<file path="src/tcw_pkg.sv">
// shared types and constants of the text console writer
`timescale 1ns / 1ps
`default_nettype none
package tcw_pkg;

  localparam logic [1:0] KIND_PUT   = 2'd0;
  localparam logic [1:0] KIND_READ  = 2'd1;
  localparam logic [1:0] KIND_CLEAR = 2'd2;

  localparam logic [7:0] NEWLINE_CODE   = 8'd10;
  localparam logic [7:0] SPACE_CODE     = 8'd32;
  localparam logic [7:0] DEF_ATTR_RESET = 8'h0f;

  typedef struct packed {
    logic [1:0] kind;
    logic [7:0] char_code;
    logic [7:0] attribute;
    logic       use_position;
    logic [4:0] row_index;
    logic [6:0] column_index;
  } in_req_t;

  typedef struct packed {
    logic [4:0] cursor_row;
    logic [6:0] cursor_col;
    logic [7:0] cell_char;
    logic [7:0] cell_attribute;
    logic       scrolled;
  } out_res_t;

  typedef enum logic [1:0] {
    SWP_ZERO,
    SWP_COPY,
    SWP_FILL
  } sweep_mode_t;

  typedef struct packed {
    logic        load;
    logic        exec;
    logic        sweep;
    sweep_mode_t mode;
    logic        emit;
  } ctl_cmd_t;

  typedef struct packed {
    logic [1:0] kind;
    logic       scroll_need;
    logic       sweep_last;
  } dp_sts_t;

endpackage
`default_nettype wire

</file>
<file path="src/tcw_ctrl.sv">
// control state machine of the text console writer
`timescale 1ns / 1ps
`default_nettype none
module tcw_ctrl (
  input  wire logic               clk,
  input  wire logic               rst_n,
  input  wire logic               start,
  input  wire tcw_pkg::dp_sts_t   sts,
  output      tcw_pkg::ctl_cmd_t  cmd,
  output      logic               busy
);
  import tcw_pkg::*;

  typedef enum logic [2:0] {
    ST_INIT,
    ST_INIT_END,
    ST_IDLE,
    ST_EXEC,
    ST_RDOUT,
    ST_SWEEP,
    ST_DRAIN
  } state_t;

  state_t      state_r, state_nxt;
  sweep_mode_t mode_r, mode_nxt;

  always_ff @(posedge clk) begin
    if (!rst_n) begin
      state_r <= ST_INIT;
      mode_r  <= SWP_ZERO;
    end else begin
      state_r <= state_nxt;
      mode_r  <= mode_nxt;
    end
  end

  always_comb begin
    state_nxt = state_r;
    mode_nxt  = mode_r;
    cmd       = '0;
    cmd.mode  = mode_r;
    case (state_r)
      ST_INIT: begin
        // power-up pass zeroes the screen
        cmd.sweep = 1'b1;
        if (sts.sweep_last) state_nxt = ST_INIT_END;
      end
      ST_INIT_END: begin
        state_nxt = ST_IDLE;
      end
      ST_IDLE: begin
        if (start) begin
          cmd.load  = 1'b1;
          state_nxt = ST_EXEC;
        end
      end
      ST_EXEC: begin
        cmd.exec = 1'b1;
        case (sts.kind)
          KIND_PUT: begin
            if (sts.scroll_need) begin
              mode_nxt  = SWP_COPY;
              state_nxt = ST_SWEEP;
            end else begin
              cmd.emit  = 1'b1;
              state_nxt = ST_IDLE;
            end
          end
          KIND_READ: begin
            state_nxt = ST_RDOUT;
          end
          KIND_CLEAR: begin
            mode_nxt  = SWP_FILL;
            state_nxt = ST_SWEEP;
          end
          default: begin
            cmd.emit  = 1'b1;
            state_nxt = ST_IDLE;
          end
        endcase
      end
      ST_RDOUT: begin
        cmd.emit  = 1'b1;
        state_nxt = ST_IDLE;
      end
      ST_SWEEP: begin
        cmd.sweep = 1'b1;
        if (sts.sweep_last) state_nxt = ST_DRAIN;
      end
      ST_DRAIN: begin
        // last sweep write lands in this cycle
        cmd.emit  = 1'b1;
        state_nxt = ST_IDLE;
      end
      default: begin
        state_nxt = ST_IDLE;
      end
    endcase
  end

  assign busy = (state_r != ST_IDLE);

endmodule
`default_nettype wire

</file>
<file path="config.mk">
export PLATFORM = sky130hd
export DESIGN_NAME = tcw_ctrl
export DESIGN_NICKNAME = d
export VERILOG_FILES = /design/src/tcw_pkg.sv /design/src/tcw_ctrl.sv
export SDC_FILE = /design/constraint.sdc
export NUM_CORES = 1
export LEC_CHECK = 0
export BUFFER_PORTS_ARGS = -buffer_cell sky130_fd_sc_hd__buf_2
export CAP_MARGIN = 20
export CORE_AREA = 2 2 39 41
export DETAILED_ROUTE_END_ITERATION = 8
export DIE_AREA = 0 0 41 43
export PLACE_DENSITY = 0.55
export SYNTH_ARGS = -nofsm -noshare
export SYNTH_HDL_FRONTEND = slang
export SYNTH_SLANG_ARGS = --single-unit
</file>
<file path="constraint.sdc">
create_clock -name clk -period 1.2 [get_ports clk]
set_input_delay 0.18 -clock clk [delete_from_list [all_inputs] [get_ports clk]]
set_output_delay 0.18 -clock clk [all_outputs]
set_load 0.02 [all_outputs]
</file>
==> metrics <==
Sequential Power Share 33.6%; Worst Clk Skew 2.84 ps; Cell variety after synth 24; 1st-iter DRT viols 5; crit path launch type register; vias per inst 4.65; Pint 397 uW; Worst slew margin 78.2%; crit end category output pin; layout cells sized above 1 53.3%; per-cell routed wire length 9.52 um; synth cell count leaders 6 x inv_1, 5 x dfxtp_1, 4 x a21oi_1; CTS H-tree lvls 1; Worst R2R Setup Slack 20 ps; R2R Path Start state_r[1]; cell area power density 874 nW/um^2; syn avg cell area 8.16 um^2; NetSw 155 uW; Num CTS Buffers 3; Ports 14; hold-critical path depth 2; Starting Density 27.1%; register area share after synthesis 26.7%; # DRC 0; Buf/Inv on CP 1; CP Cell Sequence or2_4 -> a21oi_2 -> buf_4; Antenna Violating Nets Remaining 0; violated checks negative setup slack; CTS tree built; fin util 45.7%; DP HPWL 675 um; Setup CP Type register to output pin; CTS max path bufs 2; fmax 0.784 GHz; capturing point of the worst reg2reg path state_r[0]; Die Wd 41 um; Setup WS pre-CTS -144 ps; crit-path max FO 6; EDFF count, synth 0; Max Slew Vio Count 0; main flop type after synthesis dfxtp_1; Lkg Pwr 0.323 nW; largest net degree at the start of global routing 7; clock root buffer master clkbuf_4; # fillers 145; clock network power share 34.2%; Yosys reg bits 5; main area contributors after synthesis dfxtp_1 27%, ha_1 10%, inv_1 6.0%; mapped cell area 375 um^2; HP Class input pin to register; Remaining Overflow, GRT 0; final hold viol count 0; cell count after synthesis 46; R2R cell count 4; Hold Path Origin rst_n; min cycle time layout 1280 ps; Comb pwr share 32.2%; status finished with violations; Detailed Route WL 866 um; clk sink count 5; RSZ-0062 raised after global routing true; worst skew pair latency 240 ps; slowest stage delay, CP 350 ps; CTS clock-pin slew for the worst setup and hold paths 40 ps; area of the die 1760 um^2; Pre-Repair DR Iteration Count 4; WP data required 1020 ps; fin crit share 106%; max-cap violations 0; Slowest cell on crit path dfxtp_4; Worst Tran Pin Value 324 ps; Top delay family on crit path flip-flops; Net Sw Frac 28.1%; CTS Hold Bufs 0; final worst slack -76.2 ps; initial antenna violation count 0; GPL Wtd Cong 0.708; first-pass GRT wire length 1360 um; Core Area 1380 um^2; Worst Setup SP state_r[2]; crit path DAT 1100 ps; Total GRT Usage 11.9%; row count 14; asr flop ratio synth 0%; number of synthesis warnings 0; Synth top area share 26.7%; IO buf count 13; most common cell in the netlist inv_1; number of inserted diodes 0; routed vias 423; final setup violation count 3; vias in the first global route 376; Post-Syn Nets 56; final net count 86; Hold Path Sink state_r[0]; Synth area leader dfxtp_1; chip height 43 um; VDD IR max 0.000276 V; Layout area overhead 68.3%
[area by class of cell]
type | instances | area [um^2] | share of cell area (%)
clock buffers | 4 | 26.3 | 4.16
inverters | 7 | 28.8 | 4.55
multi-input cells | 33 | 254 | 40.2
flip-flops and latches | 5 | 111 | 17.6
repair buffers | 26 | 191 | 30.3
well taps | 16 | 20.0 | 3.17
[power groups by stage]
stage | Combinational (mW) | Sequential, mW | Clock [mW]
6_report | 0.178 | 0.186 | 0.189
5_1_grt | 0.197 | 0.187 | 0.207
4_1_cts | 0.176 | 0.186 | 0.200
3_5_place_dp | 0.140 | 0.191 | 0
3_3_place_gp | 0.138 | 0.190 | 0
2_1_floorplan | 0.0902 | 0.184 | 0
[how the worst max path moves through the flow]
stage | endpoint | slack (ps) | depth (start not counted)
2_1_floorplan | cmd[0] | -8 | 5
3_3_place_gp | state_r[1] | -140 | 7
3_5_place_dp | state_r[1] | -140 | 7
4_1_cts | cmd[3] | -100 | 3
5_1_grt | cmd[3] | -130 | 3
6_report | cmd[3] | -80 | 3
[cells in the final DEF (no fill, tap or decap), types with 2 or more instances in the layout]
cell and count:
a21oi_1 3, buf_2 9, buf_4 12, buf_6 5, clkbuf_4 3, dfxtp_1 2, dfxtp_4 3, ha_1 3
inv_1 6, nand2_1 3, nand2b_1 2, nor2_1 3, o21ai_0 2
[per-stage QoR]
stage	std cells	total power, mW	instance area, um^2	TNS, ps	hold WS (ps)
finish	91	0.552	632	-88.4	200
global route	91	0.591	632	-281	199
CTS	90	0.562	621	-147	192
detailed placement	82	0.331	513	-307	459
global placement	82	0.328	513	-299	456
floorplan	46	0.274	379	-7.97	308
[per-layer routing]
metal / global-route usage [%] / wire, um / vias up
li1: - / - / 223
met1: 13.2 / 361 / 185
met2: 17.8 / 443 / 13
met3: 0 / 39 / 2
met4: 14.0 / 22 / 0
met5: 0 / 0 / -
[state kept, by name, indices dropped and copies added (netlist names)]
register,flops
mode_r,2
state_r,3
[logic make-up (layout without fill, tap and decap cells)]
logic type,Yosys count,count (layout),synth area share [%]
simple gates,15,15,25.7
compound gates,14,14,25.0
buf+inv,8,37,10.0
flops,5,5,26.7
fa+ha+maj,3,3,10.0
mux,1,1,2.67
[what timing repair did]
action / in CTS / in global routing
resized for setup: 19 / 1
setup buffers: 4 / 1
setup endpoints to repair: 5 / 5
pin swaps: 3 / 0
Power figures use the tool's default switching activity.
